===== config.mk =====
export PLATFORM = sky130hd
export DESIGN_NAME = uart_ring_buffers_with_wake
export DESIGN_NICKNAME = d
export VERILOG_FILES = /design/src/rtl/urbw_pkg.sv /design/src/rtl/urbw_ctrl.sv /design/src/rtl/urbw_dp.sv /design/src/rtl/uart_ring_buffers_with_wake.sv
export SDC_FILE = /design/constraint.sdc
export NUM_CORES = 1
export LEC_CHECK = 0
export BUFFER_PORTS_ARGS = -buffer_cell sky130_fd_sc_hd__buf_2
export CAP_MARGIN = 25
export CORE_MARGIN = 2
export CORE_UTILIZATION = 45
export CTS_CLUSTER_DIAMETER = 30
export DETAILED_ROUTE_END_ITERATION = 7
export HOLD_SLACK_MARGIN = 0.1
export PLACE_DENSITY = 0.71
export SKIP_LAST_GASP = 1
export SLEW_MARGIN = 20
export SYNTH_ARGS = -nofsm -noshare
export SYNTH_HDL_FRONTEND = slang
export SYNTH_HIERARCHICAL = 1
export SYNTH_SLANG_ARGS = --single-unit

===== constraint.sdc =====
create_clock -name aclk -period 12.42 [get_ports aclk]
set_clock_uncertainty 0.05 [all_clocks]
set_input_delay 1.242 -clock aclk [delete_from_list [all_inputs] [get_ports aclk]]
set_output_delay 1.242 -clock aclk [all_outputs]
set_load 0.01 [all_outputs]

===== src/rtl/urbw_pkg.sv =====
// ----------------------------------------------------------------------------
// urbw_pkg: shared types and constants
// Buffer depths, derived widths, opcodes and the controller/datapath structs.
// ----------------------------------------------------------------------------
package urbw_pkg;

    localparam int RX_DEPTH = 128;
    localparam int TX_DEPTH = 16;

    localparam int RX_PTR_W = (RX_DEPTH > 1) ? $clog2(RX_DEPTH) : 1;
    localparam int TX_PTR_W = (TX_DEPTH > 1) ? $clog2(TX_DEPTH) : 1;
    localparam int RX_CNT_W = $clog2(RX_DEPTH + 1);
    localparam int TX_CNT_W = $clog2(TX_DEPTH + 1);

    // wide enough for every count/compare below (depth up to 256, request 8 bits)
    localparam int CALC_W = 10;

    localparam int OP_W      = 3;
    localparam int BYTE_W    = 8;
    localparam int S_DATA_W  = 16;
    localparam int M_FIELD_W = 35;
    localparam int M_DATA_W  = 40;

    localparam logic [OP_W-1:0] OP_LINE_RX   = 3'd0;
    localparam logic [OP_W-1:0] OP_TX_READY  = 3'd1;
    localparam logic [OP_W-1:0] OP_HOST_POP  = 3'd2;
    localparam logic [OP_W-1:0] OP_HOST_PUSH = 3'd3;
    localparam logic [OP_W-1:0] OP_READ_REQ  = 3'd4;
    localparam logic [OP_W-1:0] OP_WRITE_REQ = 3'd5;
    localparam logic [OP_W-1:0] OP_FLUSH     = 3'd6;

    // controller -> datapath
    typedef struct packed {
        logic load;   // capture item, sample both read ports
        logic exec;   // apply item, load result register
    } urbw_cmd_t;

    // datapath -> controller
    typedef struct packed {
        logic out_stall;  // result register full and not being taken
    } urbw_stat_t;

endpackage


===== src/rtl/urbw_ctrl.sv =====
// ----------------------------------------------------------------------------
// urbw_ctrl: item sequencer
// Two-state controller: take an item, then apply it once the result
// register can take the outcome.
// ----------------------------------------------------------------------------
module urbw_ctrl (
    input  logic              aclk,
    input  logic              aresetn,
    input  logic              s_tvalid,
    output logic              s_tready,
    input  urbw_pkg::urbw_stat_t stat,
    output urbw_pkg::urbw_cmd_t  cmd
);
    import urbw_pkg::*;

    localparam logic ST_IDLE = 1'b0;
    localparam logic ST_EXEC = 1'b1;

    logic state_reg;
    logic state_next;

    assign s_tready = (state_reg == ST_IDLE);

    always_comb begin
        state_next = state_reg;
        cmd.load   = 1'b0;
        cmd.exec   = 1'b0;
        case (state_reg)
            ST_IDLE: begin
                cmd.load = s_tvalid;
                if (s_tvalid) begin
                    state_next = ST_EXEC;
                end
            end
            ST_EXEC: begin
                if (!stat.out_stall) begin
                    cmd.exec   = 1'b1;
                    state_next = ST_IDLE;
                end
            end
            default: begin
                state_next = ST_IDLE;
            end
        endcase
    end

    always_ff @(posedge aclk) begin
        if (!aresetn) begin
            state_reg <= ST_IDLE;
        end else begin
            state_reg <= state_next;
        end
    end

endmodule


===== src/rtl/urbw_dp.sv =====
// ----------------------------------------------------------------------------
// urbw_dp: ring buffer datapath
// Both byte stores, their pointers and levels, the wait logic and the
// result register.
// ----------------------------------------------------------------------------
module urbw_dp (
    input  logic                             aclk,
    input  logic                             aresetn,
    input  urbw_pkg::urbw_cmd_t              cmd,
    output urbw_pkg::urbw_stat_t             stat,
    input  logic [urbw_pkg::OP_W-1:0]        s_tuser,
    input  logic [urbw_pkg::S_DATA_W-1:0]    s_tdata,
    output logic                             m_tvalid,
    input  logic                             m_tready,
    output logic [urbw_pkg::M_DATA_W-1:0]    m_tdata
);
    import urbw_pkg::*;

    localparam logic [RX_PTR_W-1:0] RX_PTR_LAST = RX_PTR_W'(RX_DEPTH - 1);
    localparam logic [TX_PTR_W-1:0] TX_PTR_LAST = TX_PTR_W'(TX_DEPTH - 1);
    localparam logic [CALC_W-1:0]   RX_DEPTH_C  = CALC_W'(RX_DEPTH);
    localparam logic [CALC_W-1:0]   TX_DEPTH_C  = CALC_W'(TX_DEPTH);
    localparam logic [CALC_W-1:0]   TX_HALF_C   = CALC_W'(TX_DEPTH / 2);

    logic [BYTE_W-1:0] rx_mem [RX_DEPTH];
    logic [BYTE_W-1:0] tx_mem [TX_DEPTH];

    // captured item and read-port samples
    logic [OP_W-1:0]   op_reg;
    logic [BYTE_W-1:0] byte_reg;
    logic [BYTE_W-1:0] req_reg;
    logic [BYTE_W-1:0] rx_rd_data_reg;
    logic [BYTE_W-1:0] tx_rd_data_reg;

    logic [RX_PTR_W-1:0] rx_wr_ptr_reg, rx_wr_ptr_next;
    logic [RX_PTR_W-1:0] rx_rd_ptr_reg, rx_rd_ptr_next;
    logic [RX_CNT_W-1:0] rx_fill_reg,   rx_fill_next;
    logic [TX_PTR_W-1:0] tx_wr_ptr_reg, tx_wr_ptr_next;
    logic [TX_PTR_W-1:0] tx_rd_ptr_reg, tx_rd_ptr_next;
    logic [TX_CNT_W-1:0] tx_fill_reg,   tx_fill_next;
    logic [BYTE_W-1:0]   wait_left_reg, wait_left_next;
    logic                writer_wait_reg, writer_wait_next;

    logic                 m_valid_reg, m_valid_next;
    logic [M_FIELD_W-1:0] m_fields_reg, m_fields_next;

    logic rx_we;
    logic tx_we;

    logic                tx_valid, rd_valid, push_ok, dropped, wake_r, wake_w;
    logic [BYTE_W-1:0]   tx_byte, rd_byte;
    logic [CALC_W-1:0]   rx_fill_c, tx_fill_c, tx_fill_after, req_c, n_c, room_c, short_c;
    logic [CALC_W-1:0]   rx_lvl_c, tx_lvl_c;

    assign stat.out_stall = m_valid_reg && !m_tready;
    assign m_tvalid       = m_valid_reg;
    assign m_tdata        = {{(M_DATA_W - M_FIELD_W){1'b0}}, m_fields_reg};

    always_comb begin
        rx_wr_ptr_next   = rx_wr_ptr_reg;
        rx_rd_ptr_next   = rx_rd_ptr_reg;
        rx_fill_next     = rx_fill_reg;
        tx_wr_ptr_next   = tx_wr_ptr_reg;
        tx_rd_ptr_next   = tx_rd_ptr_reg;
        tx_fill_next     = tx_fill_reg;
        wait_left_next   = wait_left_reg;
        writer_wait_next = writer_wait_reg;
        rx_we    = 1'b0;
        tx_we    = 1'b0;
        tx_valid = 1'b0;
        tx_byte  = '0;
        rd_valid = 1'b0;
        rd_byte  = '0;
        push_ok  = 1'b0;
        dropped  = 1'b0;
        wake_r   = 1'b0;
        wake_w   = 1'b0;

        rx_fill_c     = CALC_W'(rx_fill_reg);
        tx_fill_c     = CALC_W'(tx_fill_reg);
        req_c         = CALC_W'(req_reg);
        n_c           = (req_c > RX_DEPTH_C) ? RX_DEPTH_C : req_c;
        short_c       = n_c - rx_fill_c;
        room_c        = TX_DEPTH_C - tx_fill_c;
        tx_fill_after = tx_fill_c;

        case (op_reg)
            OP_LINE_RX: begin
                if (rx_fill_c < RX_DEPTH_C) begin
                    rx_we          = 1'b1;
                    rx_wr_ptr_next = (rx_wr_ptr_reg == RX_PTR_LAST) ? '0
                                     : rx_wr_ptr_reg + 1'b1;
                    rx_fill_next   = rx_fill_reg + 1'b1;
                end else begin
                    dropped = 1'b1;
                end
                if (wait_left_reg != '0) begin
                    wait_left_next = wait_left_reg - 1'b1;
                    wake_r         = (wait_left_reg == BYTE_W'(1));
                end
            end
            OP_TX_READY: begin
                if (tx_fill_reg != '0) begin
                    tx_valid       = 1'b1;
                    tx_byte        = tx_rd_data_reg;
                    tx_rd_ptr_next = (tx_rd_ptr_reg == TX_PTR_LAST) ? '0
                                     : tx_rd_ptr_reg + 1'b1;
                    tx_fill_next   = tx_fill_reg - 1'b1;
                    tx_fill_after  = tx_fill_c - 1'b1;
                end
                if ((tx_fill_after < TX_HALF_C) && writer_wait_reg) begin
                    writer_wait_next = 1'b0;
                    wake_w           = 1'b1;
                end
            end
            OP_HOST_POP: begin
                if (rx_fill_reg != '0) begin
                    rd_valid       = 1'b1;
                    rd_byte        = rx_rd_data_reg;
                    rx_rd_ptr_next = (rx_rd_ptr_reg == RX_PTR_LAST) ? '0
                                     : rx_rd_ptr_reg + 1'b1;
                    rx_fill_next   = rx_fill_reg - 1'b1;
                end
            end
            OP_HOST_PUSH: begin
                if (tx_fill_c < TX_DEPTH_C) begin
                    tx_we          = 1'b1;
                    tx_wr_ptr_next = (tx_wr_ptr_reg == TX_PTR_LAST) ? '0
                                     : tx_wr_ptr_reg + 1'b1;
                    tx_fill_next   = tx_fill_reg + 1'b1;
                    push_ok        = 1'b1;
                end
            end
            OP_READ_REQ: begin
                if (rx_fill_c < n_c) begin
                    wait_left_next = short_c[BYTE_W-1:0];
                end
            end
            OP_WRITE_REQ: begin
                if ((room_c < req_c) && (room_c < TX_HALF_C)) begin
                    writer_wait_next = 1'b1;
                end
            end
            OP_FLUSH: begin
                rx_wr_ptr_next   = '0;
                rx_rd_ptr_next   = '0;
                rx_fill_next     = '0;
                tx_wr_ptr_next   = '0;
                tx_rd_ptr_next   = '0;
                tx_fill_next     = '0;
                wait_left_next   = '0;
                writer_wait_next = 1'b0;
            end
            default: begin
            end
        endcase

        // levels after this step, masked to the field widths
        rx_lvl_c = CALC_W'(rx_fill_next);
        tx_lvl_c = CALC_W'(tx_fill_next);

        m_fields_next = {tx_lvl_c[4:0], rx_lvl_c[7:0], wake_w, wake_r, dropped,
                         push_ok, rd_byte, rd_valid, tx_byte, tx_valid};

        if (cmd.exec) begin
            m_valid_next = 1'b1;
        end else if (m_tready) begin
            m_valid_next = 1'b0;
        end else begin
            m_valid_next = m_valid_reg;
        end
    end

    // stores: write on apply, read ports sampled when the item is taken
    always_ff @(posedge aclk) begin
        if (cmd.exec && rx_we) begin
            rx_mem[rx_wr_ptr_reg] <= byte_reg;
        end
        if (cmd.exec && tx_we) begin
            tx_mem[tx_wr_ptr_reg] <= byte_reg;
        end
        if (cmd.load) begin
            rx_rd_data_reg <= rx_mem[rx_rd_ptr_reg];
            tx_rd_data_reg <= tx_mem[tx_rd_ptr_reg];
        end
    end

    always_ff @(posedge aclk) begin
        if (cmd.load) begin
            op_reg   <= s_tuser;
            byte_reg <= s_tdata[7:0];
            req_reg  <= s_tdata[15:8];
        end
        if (cmd.exec) begin
            m_fields_reg <= m_fields_next;
        end
    end

    always_ff @(posedge aclk) begin
        if (!aresetn) begin
            rx_wr_ptr_reg   <= '0;
            rx_rd_ptr_reg   <= '0;
            rx_fill_reg     <= '0;
            tx_wr_ptr_reg   <= '0;
            tx_rd_ptr_reg   <= '0;
            tx_fill_reg     <= '0;
            wait_left_reg   <= '0;
            writer_wait_reg <= 1'b0;
            m_valid_reg     <= 1'b0;
        end else begin
            if (cmd.exec) begin
                rx_wr_ptr_reg   <= rx_wr_ptr_next;
                rx_rd_ptr_reg   <= rx_rd_ptr_next;
                rx_fill_reg     <= rx_fill_next;
                tx_wr_ptr_reg   <= tx_wr_ptr_next;
                tx_rd_ptr_reg   <= tx_rd_ptr_next;
                tx_fill_reg     <= tx_fill_next;
                wait_left_reg   <= wait_left_next;
                writer_wait_reg <= writer_wait_next;
            end
            m_valid_reg <= m_valid_next;
        end
    end

endmodule


===== src/rtl/uart_ring_buffers_with_wake.sv =====
// ----------------------------------------------------------------------------
// uart_ring_buffers_with_wake: serial port receive/transmit ring buffers
// One command stream drives a 128-byte receive ring and a 16-byte transmit
// ring, with reader and writer wake flags.
// ----------------------------------------------------------------------------
// Usage
//   Slave channel: one command per item. s_tuser carries the opcode (line rx
//   byte, tx ready, host pop, host push, read request, write request, flush);
//   s_tdata carries the byte and the request count.
//   Master channel: exactly one result item per command, in command order,
//   with the popped bytes, status flags, wake flags and both ring levels.
// Timing
//   An item is taken in the idle state and applied in the exec state once the
//   result register can take the outcome; m_tvalid rises as it is applied.
//   No new item is taken until the last is applied, set by the take/apply
//   sequence of the controller: each read port is sampled as an item is
//   taken, the store and the pointers are updated as it is applied.
// Reset
//   aresetn low empties both rings, clears the read wait and writer wait,
//   and drops any pending result. Store contents are left as they are.
// Back-pressure
//   A result waits in the output register while m_tready is low; the next
//   command is still taken, but is not applied until that result leaves.
// ----------------------------------------------------------------------------
module uart_ring_buffers_with_wake (
    input  logic                          aclk,
    input  logic                          aresetn,
    input  logic                          s_tvalid,
    output logic                          s_tready,
    // [7:0] byte_in, [15:8] request_count
    input  logic [urbw_pkg::S_DATA_W-1:0] s_tdata,
    // [2:0] opcode
    input  logic [urbw_pkg::OP_W-1:0]     s_tuser,
    output logic                          m_tvalid,
    input  logic                          m_tready,
    // [0] tx_valid, [8:1] tx_byte, [9] rd_valid, [17:10] rd_byte,
    // [18] push_accepted, [19] rx_dropped, [20] wake_reader, [21] wake_writer,
    // [29:22] rx_level, [34:30] tx_level, [39:35] zero
    output logic [urbw_pkg::M_DATA_W-1:0] m_tdata
);
    import urbw_pkg::*;

    urbw_cmd_t  cmd;
    urbw_stat_t stat;

    // sequencer: take / apply
    urbw_ctrl u_ctrl (
        .aclk     (aclk),
        .aresetn  (aresetn),
        .s_tvalid (s_tvalid),
        .s_tready (s_tready),
        .stat     (stat),
        .cmd      (cmd)
    );

    // rings, wait logic and result register
    urbw_dp u_dp (
        .aclk     (aclk),
        .aresetn  (aresetn),
        .cmd      (cmd),
        .stat     (stat),
        .s_tuser  (s_tuser),
        .s_tdata  (s_tdata),
        .m_tvalid (m_tvalid),
        .m_tready (m_tready),
        .m_tdata  (m_tdata)
    );

endmodule


Yosys cells after proc, flatten, opt, wreduce, memory -nomap -nowiden:

Memory sizes are Yosys's and may differ from the RTL's. A register that Yosys moved wholly into a read port is not among the register bits.
Index checks and enable logic that the tools add are counted.

* $add $sub $neg: 12
* multipliers: 0
* divide/modulo/power cells: 0
* order comparisons: 7
* equality and inequality tests: 19
* shift operators: 0
* muxes and demuxes: 47
* bitwise gates (word level): 1
* reduce and logical (&&, ||, !) cells: 26

Operator list (number)
* $pmux W8 S3: 2
* $mux W8: 5
* $mux W7: 4
* $pmux W7 S2: 2
* $mux W1: 21
* $lt A10 B4 Y1 const B: 2
* $mux W10: 2
* $mux W4: 4
* $ne A2 B1 Y1 const B: 8
* $pmux W4 S2: 2
* $reduce_bool A8 Y1: 2
* $sub A8 B1 Y8 const B: 2
* $pmux W5 S3: 1
* $add A7 B1 Y7 const B: 2
* $eq A7 B7 Y1 const B: 2
* $reduce_and A3 Y1: 4
* $lt A10 B8 Y1: 1
* $lt A8 B10 Y1: 1
* $mux W5: 2
* $reduce_bool A2 Y1: 5
* $eq A3 B3 Y1 const B: 3
* $add A4 B1 Y4 const B: 2
* $add A8 B1 Y8 const B: 1
* $eq A4 B4 Y1 const B: 2
* other kinds (21): 30

* bits in registers: 100
* latch bits: 0
* memory bits (writable): 1152
* ROM bits: 0
* input bits: 23
* output and inout bits: 42
* logic and storage cells: 134
* memories kept: 2

Memory list
* u_dp.rx_mem: depth 128, bits a word 8, read ports 1, clocked after memory_dff 1, write ports 1, line urbw_dp.sv:25 `logic [BYTE_W-1:0] rx_mem [RX_DEPTH];`
* u_dp.tx_mem: depth 16, bits a word 8, read ports 1, clocked after memory_dff 1, write ports 1, line urbw_dp.sv:26 `logic [BYTE_W-1:0] tx_mem [TX_DEPTH];`

Depth between registers and ports, before layout:

* word-level depth: 7
* gate-level depth with buffers: 12
* gate-level depth less buffers: 11

Modules after synthesis:

Netlist, hierarchy kept.

By module, submodules not included
* urbw_dp: instances 1, cells an instance 2668, area an instance 50329.5 µm², sequential area each 37596.1 µm²
* urbw_ctrl: instances 1, cells an instance 6, area an instance 47.5 µm², sequential area each 20.0 µm²

Worst setup path after synthesis:

OpenSTA, ideal clock, no wires.

* kind: input to register
* start: input port m_tready
* end: memory u_dp.tx_mem[0][0] (enable)
* setup time: 0.383 ns
* data arrival time: 4.354 ns
* required time: 11.987 ns
* slack: 7.633 ns
* stages on the path: 7
* path buffers: 1
* path through: nor2b_1 -> nor2_1 -> clkbuf_1 -> inv_1 -> nor3_1 -> nand2_1 -> nor3_1

RTL lines
* from (decl): line uart_ring_buffers_with_wake.sv:35 `input logic m_tready,`
* to (decl): line urbw_dp.sv:26

==> results.toml <==
[outcome]
status = "completed"

[hold_path]
hold_path_class = "reg -> reg"
hold_depth = 2

[worst_setup_path]
rrSetupSlack_ns = 8.35
reg2reg_from = "u_dp/rx_rd_ptr_reg[0]"
critPathCapture = "u_dp/rx_rd_data_reg[1]"
crit_arrival_ns = 4.55
setup.worst_path.start_class = "register"
path_class = "reg -> reg"
cp-startpoint = "u_dp/rx_rd_ptr_reg[0]"
r2r_end = "u_dp/rx_rd_data_reg[1]"
worstPathRequired_ns = 12.90
endpoint_kind = "register"
rr_worst_depth = 8
critPathMaxFanout = 117

[power_and_ir_drop]
combPwrFrac_pct = 2.1
ir_drop_mv = 0.142
internal_power_mw = 8.52
sequentialPowerShare_pct = 43.7
swShare_pct = 21.2
leakagePower_nw = 18.6
power.switching_mw = 2.29
powerDensity_nw_per_um2 = 182
p_clk_share_pct = 54.2

[timing]
tightest_slew_ns = 1.04
period_minus_slack_ns = 4.07
setup_slack_ns = 8.35
max_clock_freq_ghz = 0.246
slew_viol_final = 0
finalHoldViolCount = 0
setup-tns-final_ns = 0
finalCritPeriodShare_pct = 32.8
relSlewSlack_pct = 30.5
grt_setup_unrepaired = "false"
setup_violations = 0

[clock_tree]
cts_tree = "done"
cts_hold_buffers = 0
cts_root_buf = "clkbuf_16"
clk_pin_slew_ns = 0.05
post_cts_buffers = 0
cts-htree-levels = 4
cts_buffer_depth = 3
ctsResizeCount = 0
numCtsBuffers = 203
clock-sinks = 1268
clkLatencyLatePin_ns = 0.80

[run]
max_cap_violations = 0

[global_route]
grt_pass1_wl_mm = 178
antenna_found_initial = 3
grt_pass1_vias = 27000
grt_max_degree = 153
grt_usage_pct = 20.6
gr-total-overflow = 0

[drt]
wirelength_mm = 119
drc = 0
drtIter0Drc = 3707
drtPass1Iterations = 5
detail-route-antenna-nets = 0
route.vias.total = 26900
wl_per_cell_um = 26.5
post_drt_via_cell_ratio = 6.00

[die]
die_h_um = 339
fp.coreArea_um2 = 111000
pin_count = 65
fp-row-count = 122
fp.dieW_um = 339
initial_core_util_pct = 45.5
die_area_um2 = 115000

[synth]
yosys_warnings = 6
avgSynthCellArea_um2 = 18.8
synthTopCellsByArea = "edfxtp_1, mux4_2, dfxtp_1"
synth_top_area_share_pct = 72.8
netlist_instances = 2674
yosys.area.top_type = "edfxtp_1"
ys_seq_elements = 1268
syn-cell-area_um2 = 50400
ys_types = 76
synth-edff-count = 1222
ys_seq_area_share_pct = 74.7
synth_flop_cell = "edfxtp_1"
async_flop_share_pct = 0

[finish]
area_growth_pct = 18.3
multiInputGateArea_um2 = 12000
nFillCells = 8303
fin_cells = 4488
most-common-layout-cells = "edfxtp_1, mux4_2, nor2_1"
ff_latch_area_um2 = 37600
layout-drive-gt1-share_pct = 25.5
fin_nets = 2875
largest_register_ff_count = 1024
utilization_pct = 53.8
layout_commonest_cell = "edfxtp_1"

[place]
io_buffers = 59
preCtsSetupSlack_ns = 7.65
gp_congestion = 0.884
dp_cells = 4100
dp_hpwl_mm = 69.8
how the worst min path moves through the flow:
stage                     startpoint               endpoint  slack [ns]
6_report       u_dp/wait_left_reg[6]  u_dp/wait_left_reg[6]        0.41
4_1_cts        u_dp/wait_left_reg[6]  u_dp/wait_left_reg[6]        0.41
3_3_place_gp   u_dp/wait_left_reg[6]  u_dp/wait_left_reg[6]        0.40
5_1_grt        u_dp/wait_left_reg[6]  u_dp/wait_left_reg[6]        0.44
3_5_place_dp   u_dp/wait_left_reg[6]  u_dp/wait_left_reg[6]        0.41
2_1_floorplan  u_dp/wait_left_reg[6]  u_dp/wait_left_reg[6]        0.38
layout make-up:
cell class | count | share of cell area [%]
Sequential cell | 1268 | 63.2
Multi-Input combinational cell | 1216 | 20.1
Clock buffer | 225 | 8.66
Clock inverter | 157 | 3.59
Tap cell | 1488 | 3.12
Timing Repair Buffer | 102 | 1.18
Inverter | 31 | 0.195
Antenna cell | 1 | 0.00420
power groups by stage:
stage / logic (mW) / registers [mW] / clock network [mW]
floorplan: 0.109 / 4.84 / 0
global placement: 0.219 / 4.81 / 0
detailed placement: 0.227 / 4.81 / 0
CTS: 0.228 / 4.73 / 5.94
global route: 0.250 / 4.72 / 6.15
finish: 0.231 / 4.73 / 5.86
metrics by stage:
step                hold WS [ns]  total power, mW  area [µm²]
floorplan                  0.384             4.95       50400
global route               0.440             11.1       59600
detailed placement         0.405             5.04       52200
finish                     0.409             10.8       59600
CTS                        0.411             10.9       59500
global placement           0.398             5.03       52200
kinds of logic (layout without fill, tap and decap cells):
group | after synthesis | after routing | share of synthesized area (%)
and+or+nand+nor | 441 | 441 | 4.16
DFF | 1268 | 1268 | 74.7
other | 1 | 6 | 0.00744
adders and majority gates | 30 | 30 | 0.760
xor gates and xnor gates | 16 | 16 | 0.278
AOI/OAI and AO/OA | 352 | 352 | 4.98
buffers and inverters | 194 | 515 | 1.75
muxes | 372 | 372 | 13.4
layer usage:
layer / global-route usage (%) / up-vias / part of all wire (%)
met2: 31.9 / 1595 / 47
met4: 6.56 / 0 / 2.5
met5: 0 / - / 0
met3: 5.39 / 218 / 10
met1: 28.6 / 13800 / 40
li1: - / 11300 / -
critical path, stage by stage (launching register included):
cell and delay, ns:
dfxtp_4 0.34, buf_12 0.66, buf_4 0.82, mux4_1 0.67, a22o_1 0.29, a221oi_1 0.26, o22ai_1 0.23, nor3_2 0.25
o221ai_1 0.13
synth_stat cells (all sizes together) (6+ instances only):
cell    instances
o21ai          55
xnor2           7
o21a            7
and3            8
nor4            7
dfxtp          46
nand2          54
a21oi          57
a31oi           6
nand2b         12
edfxtp       1222
a22o           18
o221ai         24
nor3           32
nand3b          6
and2           23
nand3          23
mux2i          74
xor2            9
nor2          224
o32ai           6
a221oi         21
nor2b          21
mux2           66
o22ai          24
buf            79
ha             29
a221o          17
mux4          232
inv            31
a22oi          80
clkbuf         84
Note: power is estimated with default switching activity, not from simulation.
